[config.mk]
export PLATFORM = sky130hd
export DESIGN_NAME = iso_week_of_month_start
export DESIGN_NICKNAME = d
export VERILOG_FILES = /design/src/rtl/iwom_pkg.sv /design/src/rtl/iwom_year_unit.sv /design/src/rtl/iso_week_of_month_start.sv
export SDC_FILE = /design/constraint.sdc
export NUM_CORES = 1
export LEC_CHECK = 0
export BUFFER_PORTS_ARGS = -buffer_cell sky130_fd_sc_hd__buf_2
export CAP_MARGIN = 30
export CORE_MARGIN = 5
export CORE_UTILIZATION = 35
export CTS_CLUSTER_SIZE = 25
export DETAILED_ROUTE_END_ITERATION = 16
export RECOVER_POWER = 25
export SETUP_SLACK_MARGIN = 0.4
export SLEW_MARGIN = 25
export SYNTH_ARGS = -nofsm -noshare
export SYNTH_HDL_FRONTEND = slang
export SYNTH_SLANG_ARGS = --single-unit
[constraint.sdc]
create_clock -name clk -period 8.3 [get_ports clk]
set_clock_uncertainty 0.1 [all_clocks]
set_input_delay 1.245 -clock clk [delete_from_list [all_inputs] [get_ports clk]]
set_output_delay 1.245 -clock clk [all_outputs]
set_load 0.02 [all_outputs]
[src/rtl/iwom_pkg.sv]
// ----------------------------------------------------------------------------
// iwom_pkg
// Shared types, constants and month tables for the week-of-month-start block.
// ----------------------------------------------------------------------------
`default_nettype none

package iwom_pkg;

  // Year-dependent quantities produced by the year unit.
  // day_count is z + z/4 - z/100 + z/400 with z = year + 399.
  typedef struct packed {
    logic [14:0] day_count;
    logic        leap;
    logic        prev_leap;
  } year_info_t;

  // Reciprocal of 25 scaled by 2^17, exact for dividends below 43690.
  localparam logic [12:0] RECIP25      = 13'd5243;
  localparam int          RECIP25_SHIFT = 17;
  // Reciprocal of 7 scaled by 2^11, exact for dividends up to 341.
  localparam logic [8:0]  RECIP7       = 9'd293;
  localparam int          RECIP7_SHIFT = 11;

  localparam logic [3:0] MONTH_JAN = 4'd1;
  localparam logic [3:0] MONTH_FEB = 4'd2;
  localparam logic [3:0] MONTH_DEC = 4'd12;

  localparam logic [2:0] WD_THURSDAY = 3'd3;
  localparam logic [2:0] WD_FRIDAY   = 3'd4;
  localparam logic [2:0] WD_SATURDAY = 3'd5;

  localparam logic [5:0] WEEK_FIRST = 6'd1;
  localparam logic [5:0] WEEK_52    = 6'd52;
  localparam logic [5:0] WEEK_53    = 6'd53;

  // Days before the 1st of the month in a common year.
  function automatic logic [8:0] days_before(input logic [3:0] m);
    logic [8:0] d;
    case (m)
      4'd1:    d = 9'd0;
      4'd2:    d = 9'd31;
      4'd3:    d = 9'd59;
      4'd4:    d = 9'd90;
      4'd5:    d = 9'd120;
      4'd6:    d = 9'd151;
      4'd7:    d = 9'd181;
      4'd8:    d = 9'd212;
      4'd9:    d = 9'd243;
      4'd10:   d = 9'd273;
      4'd11:   d = 9'd304;
      4'd12:   d = 9'd334;
      default: d = 9'd0;
    endcase
    return d;
  endfunction

  // Length of the month in a common year.
  function automatic logic [4:0] month_len(input logic [3:0] m);
    logic [4:0] d;
    case (m)
      4'd1, 4'd3, 4'd5, 4'd7, 4'd8, 4'd10, 4'd12: d = 5'd31;
      4'd4, 4'd6, 4'd9, 4'd11:                   d = 5'd30;
      4'd2:                                       d = 5'd28;
      default:                                    d = 5'd0;
    endcase
    return d;
  endfunction

  // Weekday offset of the 1st of the month relative to 1 January of a
  // common year (0 = Monday based), folded mod 7.
  function automatic logic [2:0] month_offset(input logic [3:0] m);
    logic [2:0] d;
    case (m)
      4'd1:    d = 3'd0;
      4'd2:    d = 3'd3;
      4'd3:    d = 3'd3;
      4'd4:    d = 3'd6;
      4'd5:    d = 3'd1;
      4'd6:    d = 3'd4;
      4'd7:    d = 3'd6;
      4'd8:    d = 3'd2;
      4'd9:    d = 3'd5;
      4'd10:   d = 3'd0;
      4'd11:   d = 3'd3;
      4'd12:   d = 3'd5;
      default: d = 3'd0;
    endcase
    return d;
  endfunction

endpackage

`default_nettype wire

[src/rtl/iwom_year_unit.sv]
// ----------------------------------------------------------------------------
// iwom_year_unit
// Three-stage year arithmetic: day count of the shifted year and leap flags.
// ----------------------------------------------------------------------------
`default_nettype none

module iwom_year_unit
  import iwom_pkg::*;
(
  input  wire logic        clk,
  input  wire logic        en,
  input  wire logic [13:0] year,
  output year_info_t       info
);

  // Stage A: shifted year z = year + 399 (same weekdays as year - 1).
  logic [14:0] z_a;

  // Stage B: quarter and sixteenth of z with their reciprocal products.
  logic [14:0] z_b;
  logic [12:0] q4_b;
  logic [10:0] q16_b;
  logic [24:0] p100_b;
  logic [22:0] p400_b;

  logic [12:0] q4_a;
  logic [10:0] q16_a;

  // Stage C results.
  logic [7:0]  q100;
  logic [5:0]  q400;
  logic [12:0] r100;
  logic [10:0] r400;
  logic        z4, z100, z400, y4, y100, y400;
  logic [14:0] count_next;

  assign q4_a  = z_a[14:2];
  assign q16_a = z_a[14:4];

  always_ff @(posedge clk) begin
    if (en) begin
      z_a    <= {1'b0, year} + 15'd399;
      z_b    <= z_a;
      q4_b   <= q4_a;
      q16_b  <= q16_a;
      p100_b <= 25'(q4_a * RECIP25);
      p400_b <= 23'(q16_a * RECIP25);
    end
  end

  always_comb begin
    q100 = p100_b[RECIP25_SHIFT +: 8];
    q400 = p400_b[RECIP25_SHIFT +: 6];
    // Remainders mod 25 of z/4 and z/16, with 25x as 16x + 8x + x.
    r100 = q4_b - ({5'd0, q100} + {2'd0, q100, 3'd0} + {1'b0, q100, 4'd0});
    r400 = q16_b - ({5'd0, q400} + {2'd0, q400, 3'd0} + {1'b0, q400, 4'd0});
    // Leap flags of z (the year before) and z + 1 (the year itself).
    z4   = (z_b[1:0] == 2'd0);
    z100 = z4 && (r100 == 13'd0);
    z400 = (z_b[3:0] == 4'd0) && (r400 == 11'd0);
    y4   = (z_b[1:0] == 2'd3);
    y100 = y4 && (r100 == 13'd24);
    y400 = (z_b[3:0] == 4'd15) && (r400 == 11'd24);
    count_next = z_b + {2'd0, q4_b} - {7'd0, q100} + {9'd0, q400};
  end

  always_ff @(posedge clk) begin
    if (en) begin
      info.day_count <= count_next;
      info.leap      <= (y4 && !y100) || y400;
      info.prev_leap <= (z4 && !z100) || z400;
    end
  end

endmodule

`default_nettype wire

[src/rtl/iso_week_of_month_start.sv]
// ----------------------------------------------------------------------------
// iso_week_of_month_start
// ISO 8601 week number, weekday and length of a Gregorian month's first day.
// ----------------------------------------------------------------------------
//
//   Channel  Handshake             Payload
//   request  req_valid/req_stall   month[3:0], year[13:0]
//   result   rsp_valid/rsp_stall   week_number[5:0], first_weekday[2:0],
//                                  days_in_month[4:0], bad_month
//
// Every item passes five register stages. The first stage loads at the edge
// that accepts the item, and the last one is the output register. The
// stages are three of year arithmetic (offset add, reciprocal multiplies,
// day count), one weekday stage and one week/length stage. One item is
// accepted in every cycle unless req_stall is raised; the whole pipeline
// advances together.
// When a result waits under rsp_stall the pipeline holds and req_stall is
// raised, so no item is lost or repeated. Synchronous reset clears the
// valid bits of all stages; the payload registers are not reset.
// A month outside 1 to 12 gives bad_month and zeros in the other fields.
// ----------------------------------------------------------------------------
`default_nettype none

module iso_week_of_month_start
  import iwom_pkg::*;
(
  input  wire logic        clk,
  input  wire logic        rst,
  input  wire logic        req_valid,
  output logic             req_stall,
  input  wire logic [3:0]  month,
  input  wire logic [13:0] year,
  output logic             rsp_valid,
  input  wire logic        rsp_stall,
  output logic [5:0]       week_number,
  output logic [2:0]       first_weekday,
  output logic [4:0]       days_in_month,
  output logic             bad_month
);

  localparam int YEAR_STAGES = 3;

  // The pipeline moves whenever the output register is free or being taken.
  logic advance;
  assign advance   = !rsp_valid || !rsp_stall;
  assign req_stall = !advance;

  // Month and valid bits travel alongside the year unit's three stages.
  logic [3:0] mon_pipe [YEAR_STAGES];
  logic [YEAR_STAGES-1:0] vld_pipe;

  year_info_t info;

  iwom_year_unit u_year (
    .clk  (clk),
    .en   (advance),
    .year (year),
    .info (info)
  );

  always_ff @(posedge clk) begin
    if (rst) begin
      vld_pipe <= '0;
    end else if (advance) begin
      vld_pipe <= {vld_pipe[YEAR_STAGES-2:0], req_valid};
    end
  end

  always_ff @(posedge clk) begin
    if (advance) begin
      mon_pipe[0] <= month;
      for (int i = 1; i < YEAR_STAGES; i++) begin
        mon_pipe[i] <= mon_pipe[i-1];
      end
    end
  end

  // Weekday stage. The day count mod 7 is the weekday of 1 January
  // (0 = Monday); octal digits are summed since 8 is 1 mod 7.
  logic [3:0] mon_c;
  logic [5:0] digit_sum;
  logic [3:0] fold;
  logic [2:0] jan1_next;
  logic [3:0] wd_sum;
  logic [2:0] wd_next;

  assign mon_c = mon_pipe[YEAR_STAGES-1];

  always_comb begin
    digit_sum = {3'd0, info.day_count[2:0]} + {3'd0, info.day_count[5:3]}
              + {3'd0, info.day_count[8:6]} + {3'd0, info.day_count[11:9]}
              + {3'd0, info.day_count[14:12]};
    fold      = {1'b0, digit_sum[2:0]} + {1'b0, digit_sum[5:3]};
    jan1_next = (fold >= 4'd7) ? 3'(fold - 4'd7) : fold[2:0];
    // From March on, a leap year pushes the weekday one further.
    wd_sum    = {1'b0, jan1_next} + {1'b0, month_offset(mon_c)}
              + {3'd0, info.leap && (mon_c > MONTH_FEB)};
    wd_next   = (wd_sum >= 4'd7) ? 3'(wd_sum - 4'd7) : wd_sum[2:0];
  end

  logic       vld_d;
  logic [3:0] mon_d;
  logic [2:0] jan1_d;
  logic [2:0] wd_d;
  logic       leap_d;
  logic       prev_leap_d;

  always_ff @(posedge clk) begin
    if (rst) begin
      vld_d <= 1'b0;
    end else if (advance) begin
      vld_d <= vld_pipe[YEAR_STAGES-1];
    end
  end

  always_ff @(posedge clk) begin
    if (advance) begin
      mon_d       <= mon_c;
      jan1_d      <= jan1_next;
      wd_d        <= wd_next;
      leap_d      <= info.leap;
      prev_leap_d <= info.prev_leap;
    end
  end

  // Week and length stage. For February on, the day of the year of the 1st
  // is shifted by the weekday of 1 January and divided by 7 through a
  // reciprocal. January falls in week 1 or in the last week of the year
  // before, which has 53 weeks when that year began on a Thursday, or on a
  // Wednesday in a leap year.
  logic       bad_next;
  logic [8:0] doy;
  logic [8:0] shifted;
  logic [17:0] quot_prod;
  logic [5:0] week_next;
  logic [4:0] len_next;

  always_comb begin
    bad_next  = (mon_d < MONTH_JAN) || (mon_d > MONTH_DEC);
    doy       = days_before(mon_d) + {8'd0, leap_d && (mon_d > MONTH_FEB)};
    shifted   = (jan1_d <= WD_THURSDAY) ? doy + {6'd0, jan1_d}
                                        : doy + {6'd0, jan1_d} - 9'd7;
    quot_prod = 18'(shifted * RECIP7);
    if (mon_d == MONTH_JAN) begin
      if (jan1_d <= WD_THURSDAY) begin
        week_next = WEEK_FIRST;
      end else if (jan1_d == WD_FRIDAY || (jan1_d == WD_SATURDAY && prev_leap_d)) begin
        week_next = WEEK_53;
      end else begin
        week_next = WEEK_52;
      end
    end else begin
      week_next = quot_prod[RECIP7_SHIFT +: 6] + 6'd1;
    end
    len_next = month_len(mon_d) + {4'd0, leap_d && (mon_d == MONTH_FEB)};
  end

  always_ff @(posedge clk) begin
    if (rst) begin
      rsp_valid <= 1'b0;
    end else if (advance) begin
      rsp_valid <= vld_d;
    end
  end

  always_ff @(posedge clk) begin
    if (advance) begin
      bad_month     <= bad_next;
      week_number   <= bad_next ? 6'd0 : week_next;
      first_weekday <= bad_next ? 3'd0 : wd_d;
      days_in_month <= bad_next ? 5'd0 : len_next;
    end
  end

endmodule

`default_nettype wire

After elaboration in Yosys (flattened, before gate mapping). Memory sizes are Yosys's and may differ from the RTL's. A register that Yosys moved wholly into a read port is not among the register bits. Cells that the tools add are included.

$lt $le $gt $ge: 7. Reduce and logical (&&, ||, !) cells: 24. Muxes and demuxes: 10. Add/sub/neg operators: 24. Multipliers: 3. Eq/ne operators: 8.

Operators with widths (count): $mul 13x13->25 const B (1); $mul 11x13->23 const B (1); $mul 9x9->17 const B (1); $add 14x9->15 const B (1); $add 15x13->15 (1); $add 15x6->15 (1); $sub 15x8->15 (1); $add 13x12->13 (1); $eq 13x5->1 const B (1); $logic_not 13->1 (1); $sub 13x13->13 (1); $add 3x3->4 (3); $add 8x11->12 (1); $mux 6 (2); $add 11x10->11 (1); $eq 11x5->1 const B (1); $logic_not 11->1 (1); $sub 11x11->11 (1); $add 6x9->10 (1); $logic_and 1x1->1 (10); $add 9x1->9 (1); $add 9x3->9 (1); $mux 9 (1); $sub 9x3->9 const B (1); other kinds (24) (40).

Memories kept: 4. ROM bits: 272. Bits in registers: 151. RAM bits: 12. Input bits: 22. Word-level logic and storage cells: 101. Output and inout bits: 17.

Memories: (no name shown) (depth 16, width 9, read ports 1, clocked after memory_dff 1, wr ports 0, line iwom_pkg.sv:39) `case (m)`; (no name shown) (depth 16, width 5, read ports 1, clocked after memory_dff 1, wr ports 0, line iwom_pkg.sv:60) `case (m)`; (no name shown) (depth 16, width 3, read ports 1, clocked after memory_dff 0, wr ports 0, line iwom_pkg.sv:73) `case (m)`; mon_pipe (depth 3, width 4, read ports 3, clocked after memory_dff 0, wr ports 3, line iso_week_of_month_start.sv:49) `logic [3:0] mon_pipe [YEAR_STAGES];`.

Logic depth before layout (Yosys ltp). Gate-level depths: netlist of run 1.

Depth after elaboration: 11. Depth in mapped cells: 30.

Hierarchy. Synthesis of run 1 repeated with hierarchy kept, for this count alone.

Cells, all modules: 1420. Area total of the unflattened synthesis: 14571.5 um2.

By module, submodules not included: iwom_year_unit (area each 10027.1 um2, cells an instance 983, instances 1, seq. area each 1831.8 um2); iso_week_of_month_start (area each 4544.4 um2, cells an instance 437, instances 1, seq. area each 1511.4 um2).

Worst setup path before layout of run 1. OpenSTA, ideal clock, no wires.

Path kind: input port to flip-flop. Start: input port rsp_stall. End: register (tool-made name). Buffers on the path: 0. Arrival: 6.189 ns. Setup time: 0.076 ns. Setup slack: 1.935 ns. Stages on the path: 9. Path through: nand2_1 > clkinv_1 > nand2_1 > a21boi_0 > ha_1 > nand2_1 > nor2_1 > a21oi_1 > o21ai_0.

RTL lines: start, declared (line iso_week_of_month_start.sv:34) `input wire logic rsp_stall,`.

Final worst setup path of run 1.
Start: register mon_d[3]. End: register week_number[5] (data pin).

Cells in the longest elaborated chain, start to end: 9.

Ends and longest elaborated chain: start, declared (line iso_week_of_month_start.sv:102) `logic [3:0] mon_d;`; start signal, assigned (line iso_week_of_month_start.sv:118) `mon_d <= mon_c;`; $gt 4x2->1 (line iso_week_of_month_start.sv:140) `doy = days_before(mon_d) + {8'd0, leap_d && (mon_d > MONTH_FEB)};`; $logic_and 1x1->1 (line iso_week_of_month_start.sv:140); $add 9x1->9 (line iso_week_of_month_start.sv:140); $add 9x3->9 (line iso_week_of_month_start.sv:141, iso_week_of_month_start.sv:142); $sub 9x3->9 (line iso_week_of_month_start.sv:142) `: doy + {6'd0, jan1_d} - 9'd7;`; $mux 9 (line iso_week_of_month_start.sv:141) `shifted = (jan1_d <= WD_THURSDAY) ? doy + {6'd0, jan1_d}`; $mul 9x9->17 (line iso_week_of_month_start.sv:143) `quot_prod = 18'(shifted * RECIP7);`; $add 6x1->6 (line iso_week_of_month_start.sv:153) `week_next = quot_prod[RECIP7_SHIFT +: 6] + 6'd1;`; $mux 6 (line iso_week_of_month_start.sv:144) `if (mon_d == MONTH_JAN) begin`; end signal, assigned (line iso_week_of_month_start.sv:169) `week_number <= bad_next ? 6'd0 : week_next;`; end, declared (line iso_week_of_month_start.sv:35) `output logic [5:0] week_number,`.

Several ways; a longest one is shown, not always the timed one. A chain may end at the register's enable or synchronous reset.

==> metrics.md, run 1 <==
| Metric | Value |
|---|---|
| Hold Buf Count CTS | 0 |
| FILL cells | between 3,000 and 4,000 |
| First-pass GRT wire length | 48,270 um |
| Area leader, netlist | ha_1 |
| Boundary Pins | 39 |
| Hold Path Sink | prev_leap_d |
| Post-DP HPWL | ~24,000 um |
| Crit start category | flip-flop |
| Die height | around 210 um |
| Final Hold Fails | 0 |
| Ys Warns | 0 |
| Rel. slew slack | -6.281% |
| Max_cap viols | 1 |
| FFs w/ async S/R, synth | 0% |
| Total routed wirelength | between 20,000 and 30,000 um |
| Row Count | 74 |
| Max-slew violations | 42 |
| Hold path cells | 0 |
| Failing checks | max-capacitance violations, max-slew violations |
| Worst Path Class, Setup | reg -> reg |
| Yosys reg bits | about 120 |
| Worst min path class | reg -> reg |
| DP Area | between 0.015 and 0.02 mm2 |
| DR vias/cell | between 4 and 5 |
| Slew @ Worst Pin | roughly 1600 ps |
| GP Congestion | between 0.8 and 0.9 |
| Antenna violations before repair | 0 |
| Total GRT Usage | a little over an eighth |
| Synth top cells by count | inv_1 (310), ha_1 (282), fa_1 (144) |
| Sink Count | about 120 |
| Cells after Synth | between 1,000 and 1,500 |
| Top_reg_cell synth | edfxtp_1 |
| Origin of the critical flop-to-flop path | mon_d[3] |
| Synth area leaders | ha_1 (24%), edfxtp_1 (21%), fa_1 (20%) |
| Drt wl/cell | about 14 um |
| Worst skew pair latency | 420 ps |
| Die width | ~210 um |
| Worst R2R End | week_number[5] |
| Root buffer cell | clkbuf_16 |
| TNS Setup | 0 ps |
| Tmin final | 6908 ps |
| Cell Area, Synth | about 0.014 mm2 |
| Critical Path AT | approximately 7000 ps |
| Final instance area | between 0.015 and 0.02 mm2 |
| Reg2reg setup slack | 1390 ps |
| Sequential fraction of the synthesis area | 23.19% |
| Footprint of the multi-input gates | around 0.01 mm2 |
| Final setup vio count | 0 |
| Share of layout cells above drive strength 1 | just under 6% |
| Port Buffers | 38 |
| Post-CTS Setup Bufs | 0 |
| Worst-case clock buffer depth | 2 |
| Distinct cells, synth | 74 |
| CTS tree | built |
| Iteration-0 DRC Markers | ~460 |
| Pin count of the biggest net entering global routing | 70 |
| DRC viols | 0 |
| Vias in the first global route | slightly above 10,000 |
| Mean Syn Cell Area | between 10 and 15 um2 |
| # diodes | 0 |
| Core Area | just over 0.04 mm2 |
| Register Area | between 0.003 and 0.004 mm2 |
| Initial Utilization | a little over a third |
| Die ar. | 0.04535 mm2 |
| Post-synth top area share | between 20% and 30% |
| Fmax | 0.1448 GHz |
| Count leader, synth | inv_1 |
| Fin nets | roughly 1,900 |
| Clock transition at path regs | about 60 ps |
| Hold Path Origin | u_year.info[0] |
| Period utilization | between 80% and 90% |
| EDFF count, synth | 100 |
| Clock buffer count from CTS | 17 |
| Routed vias | between 9,000 and 10,000 |
| Syn-to-layout area delta | 9.798% |
| Setup WS post-layout | roughly 1400 ps |
| CP required | approximately 8400 ps |
| Mapped Nets | approximately 1,800 |
| Grt ovf | 0 |
| Place WS | ~1400 ps |
| Post-route ant nets | 0 |
| Cells on worst reg2reg path | 26 |
| Crit Path Max Fanout | 5 |
| Status | finished, violations left |
| RSZ-0062 raised after global routing | no |
| H-tree lvl count | 4 |
| Pre-antenna DRT Iters | 5 |
| CP endpoint kind | flip-flop |
| Post-CTS Resized | 0 |
## metrics by stage
| stage | instances | hold slack, ps | util [%] |
|---|---|---|---|
| detailed placement | 1968 | 305.2 | 37.39 |
| CTS | 2000 | 319.0 | 38.79 |
| floorplan | 1401 | 300.3 | - |
| finish | 2000 | 317.2 | 38.77 |
| global placement | 1968 | 303.0 | 37.39 |
| global route | 2000 | 325.6 | 38.77 |
## critical path, cell delays in order, from the launching register on
cell and delay (ps):
edfxtp_1 430, nor2_1 100, a21boi_0 220, fa_1 250
inv_1 60, fa_1 400, nor2b_1 170, o21ai_0 110
xnor2_1 200, nor3_2 330, mux2_1 360, o21ai_1 160
xor2_1 410, ha_1 320, inv_1 70, fa_1 440
fa_1 540, inv_1 40, ha_1 320, and4_1 160
o211a_1 120, a2111o_1 460, nand3_2 140, nand3_2 80
o41ai_1 400, o211a_1 190, nor3_1 50
## how the worst max path moves through the flow
stage | start | to
2_1_floorplan | rsp_stall | flip-flop
3_3_place_gp | mon_d[3] | week_number[3]
3_5_place_dp | mon_d[3] | week_number[5]
4_1_cts | mon_d[0] | week_number[5]
5_1_grt | mon_d[3] | week_number[4]
6_report | mon_d[3] | week_number[5]
## layer usage
layer,vias up,part of all wire (%),track usage [%]
met5,-,0,0
met4,0,1.4,3.156
met3,30,1.9,1.587
met2,94,50,23.25
met1,4610,46,17.06
li1,4812,-,-
## layout make-up
| class | instances | area share (%) |
|---|---|---|
| inverters | 312 | 7.398 |
| clock buffers | 17 | 2.687 |
| flip-flops and latches | 117 | 21.12 |
| multi-input cells | 968 | 62.42 |
| clock inverters | 15 | 0.9406 |
| repair buffers | 39 | 1.233 |
| well taps | 532 | 4.205 |
## kinds of logic after synthesis
family / count (synthesis) / synth area share, %
xor gates and xnor gates: 88 / 5.450
DFF: 117 / 23.19
AOI/OAI and AO/OA: 186 / 8.679
adders and majority gates: 426 / 44.47
buffers and inverters: 316 / 8.279
muxes: 12 / 0.9373
and+or+nand+nor: 256 / 8.999
## layout by cell type, fill, tap and decap left out, types with 10 or more instances in the layout
master     Yosys  final
nor2_1        65     65
and2_1        10     10
buf_2          0     36
a21oi_1       46     46
edfxtp_1     100    100
ha_1         282    282
xor2_1        29     29
fa_1         144    144
clkbuf_16      0     17
dfxtp_1       17     17
nand2_1       63     63
nand3_1       20     20
nor3_1        19     19
o21ai_0       37     37
xnor2_1       58     58
inv_1        310    310
nor2b_1       15     15
a21o_1        23     23
Power of run 1 is left out: the tool's default activity adds up to more than one toggle a clock period on the data nets, which glitch-free logic cannot reach.
==> run 2, diff against run 1 <==
==> constraint.sdc (replaced) <==
create_clock -name clk -period 6.3 [get_ports clk]
set_clock_uncertainty 0.1 [all_clocks]
set_input_delay 0.945 -clock clk [delete_from_list [all_inputs] [get_ports clk]]
set_output_delay 0.945 -clock clk [all_outputs]
set_load 0.02 [all_outputs]
==> metrics.md, run 2 (same netlist as run 1, synthesis figures left out) <==
| Metric | Value |
|---|---|
| Status | finished clean |
| Post-DP HPWL | 23,990 um (+1.3%) |
| Iteration-0 DRC Markers | 329 (-29%) |
| Period utilization | 98.03% (+15 points) |
| Grt ovf | 0 (unchanged) |
| Worst-case clock buffer depth | 2 (unchanged) |
| Fmax | 0.1619 GHz (+12%) |
| Die height | 213.0 um (unchanged) |
| Boundary Pins | 39 (unchanged) |
| TNS Setup | 0 ps (unchanged) |
| Antenna violations before repair | 0 (unchanged) |
| Sink Count | 117 (unchanged) |
| CP endpoint kind | flip-flop |
| First-pass GRT wire length | 49,060 um (+1.6%) |
| Routed vias | 9,794 (+2.6%) |
| Vias in the first global route | 10,278 (+2.2%) |
| Critical path's largest stage delay | 520 ps (-20 ps) |
| GP Congestion | 0.8554 (+3.2%) |
| Pre-antenna DRT Iters | 4 (-1) |
| Drt wl/cell | 14.08 um (+0.84%) |
| Clock buffer count from CTS | 17 (unchanged) |
| CP required | 6360 ps (-2000 ps) |
| Worst skew pair latency | 430 ps (about the same) |
| Critical Path AT | 6240 ps (-720 ps) |
| CTS tree | built |
| Final Util | 40.62% (+1.8 points) |
| Post-route ant nets | 0 (unchanged) |
| Core Area | 0.04083 mm2 (unchanged) |
| Final Hold Fails | 0 (unchanged) |
| Pin count of the biggest net entering global routing | 76 (+8.6%) |
| Critical path's slowest cell | fa_1 |
| Placed instance count | 1,987 (+0.97%) |
| Worst min path class | reg -> reg |
| Fin cells | 2,057 (+2.9%) |
| Total GRT Usage | 13.31% (+0.21 points) |
| Slew @ Worst Pin | 1405 ps (-184.9 ps) |
| Total routed wirelength | 28,970 um (+3.7%) |
| Max-slew violations | 0 (-100%) |
| Root buffer cell | clkbuf_16 |
| Commonest non-fill, non-tap cell in the layout | inv_1 |
| Row Count | 74 (unchanged) |
| Worst Path Class, Setup | reg -> reg |
| RSZ-0062 raised after global routing | yes |
| Rel. slew slack | 6.077% (+12 points) |
| Crit Path Max Fanout | 4 (-1) |
| Max_cap viols | 0 (-1) |
| H-tree lvl count | 4 (unchanged) |
| Final setup vio count | 0 (unchanged) |
| Port Buffers | 38 (unchanged) |
| Tmin final | 6176 ps (-731.4 ps) |
| Die ar. | 0.04535 mm2 (unchanged) |
| Leading cell types in the layout, fill and taps excluded | inv_1 (303), ha_1 (270), fa_1 (138), edfxtp_1 (100), nor2_1 (63) |
| # diodes | 0 (unchanged) |
| CP most frequent cell | inv_2 |
| Share of layout cells above drive strength 1 | 12.59% (+6.7 points) |
| Crit start category | flip-flop |
| Initial Utilization | 35.31% (unchanged) |
| DRC viols | 0 (unchanged) |
| Die width | 213.0 um (unchanged) |
| Clock transition at path regs | 60 ps (about the same) |
| DR vias/cell | 4.761 (-0.25%) |
| Fin nets | 1,960 (+3.0%) |
| Syn-to-layout area delta | 15.03% |
run 2: cell count changes in the layout (fill, tap and decap cells not counted), sizes merged:
cell    delta
buf       +49
bufinv     +2
clkbuf    +10
clkinv     -3
inv        -1
run 2: metal layers:
layer	share of wire (%)	routed length, um	GRT usage (%)
met3	1.7	485	1.366
met1	45	13030	17.14
met2	51	14860	23.65
met5	0	0	0
met4	2.1	597	4.017
run 2: area by class of cell:
cell class / instances / area (um2)
multi-input combinational: 968 / 10200
clock buffer: 19 / 432.9
sequential: 117 / 3343
timing repair buffer: 96 / 596.8
inverter: 312 / 1174
fill: 3878 / 24250
tap: 532 / 665.6
clock inverter: 13 / 171.4
run 2: worst paths after layout:
path | from | endpoint | slack, ps | depth (start not counted)
hold / removal | mon_pipe[0][6] | mon_pipe[0][10] | 320 | 0
setup reg to reg | mon_d[3] | week_number[3] | 120 | 26
hold reg to reg | mon_pipe[0][6] | mon_pipe[0][10] | 320 | 0
setup / recovery | mon_d[3] | week_number[3] | 120 | 26
run 2: through the flow:
| step | hold slack [ps] | area [um2] | worst slack, ps |
|---|---|---|---|
| CTS | 319.2 | 16420 | 41.36 |
| detailed placement | 304.5 | 15510 | -120.8 |
| finish | 318.5 | 16580 | 123.8 |
| floorplan | 300.3 | 14530 | 255.3 |
| global route | 321.6 | 16580 | -180.2 |
| global placement | 303.7 | 15510 | 35.98 |
run 2: worst max-delay path: cells and delay by family (launching register included):
family,cells,cell delay (ps)
adder cells (fa/ha/maj),7,2280
AO/OA/AOI/OAI,7,1470
buffers and inverters,3,150
AND/OR/NAND/NOR,5,810
flip-flops,1,390
multiplexers,1,320
XOR/XNOR,3,420
run 2: timing repair:
item / in CTS / in global routing
gates cloned: 0 / 0
resized for setup: 26 / 24
hold buffers: 0 / 0
setup endpoints to repair: 8 / 11
buffers inserted: 24 / 14
pin swaps: 34 / 29
Power of run 2 is left out for the same reason.
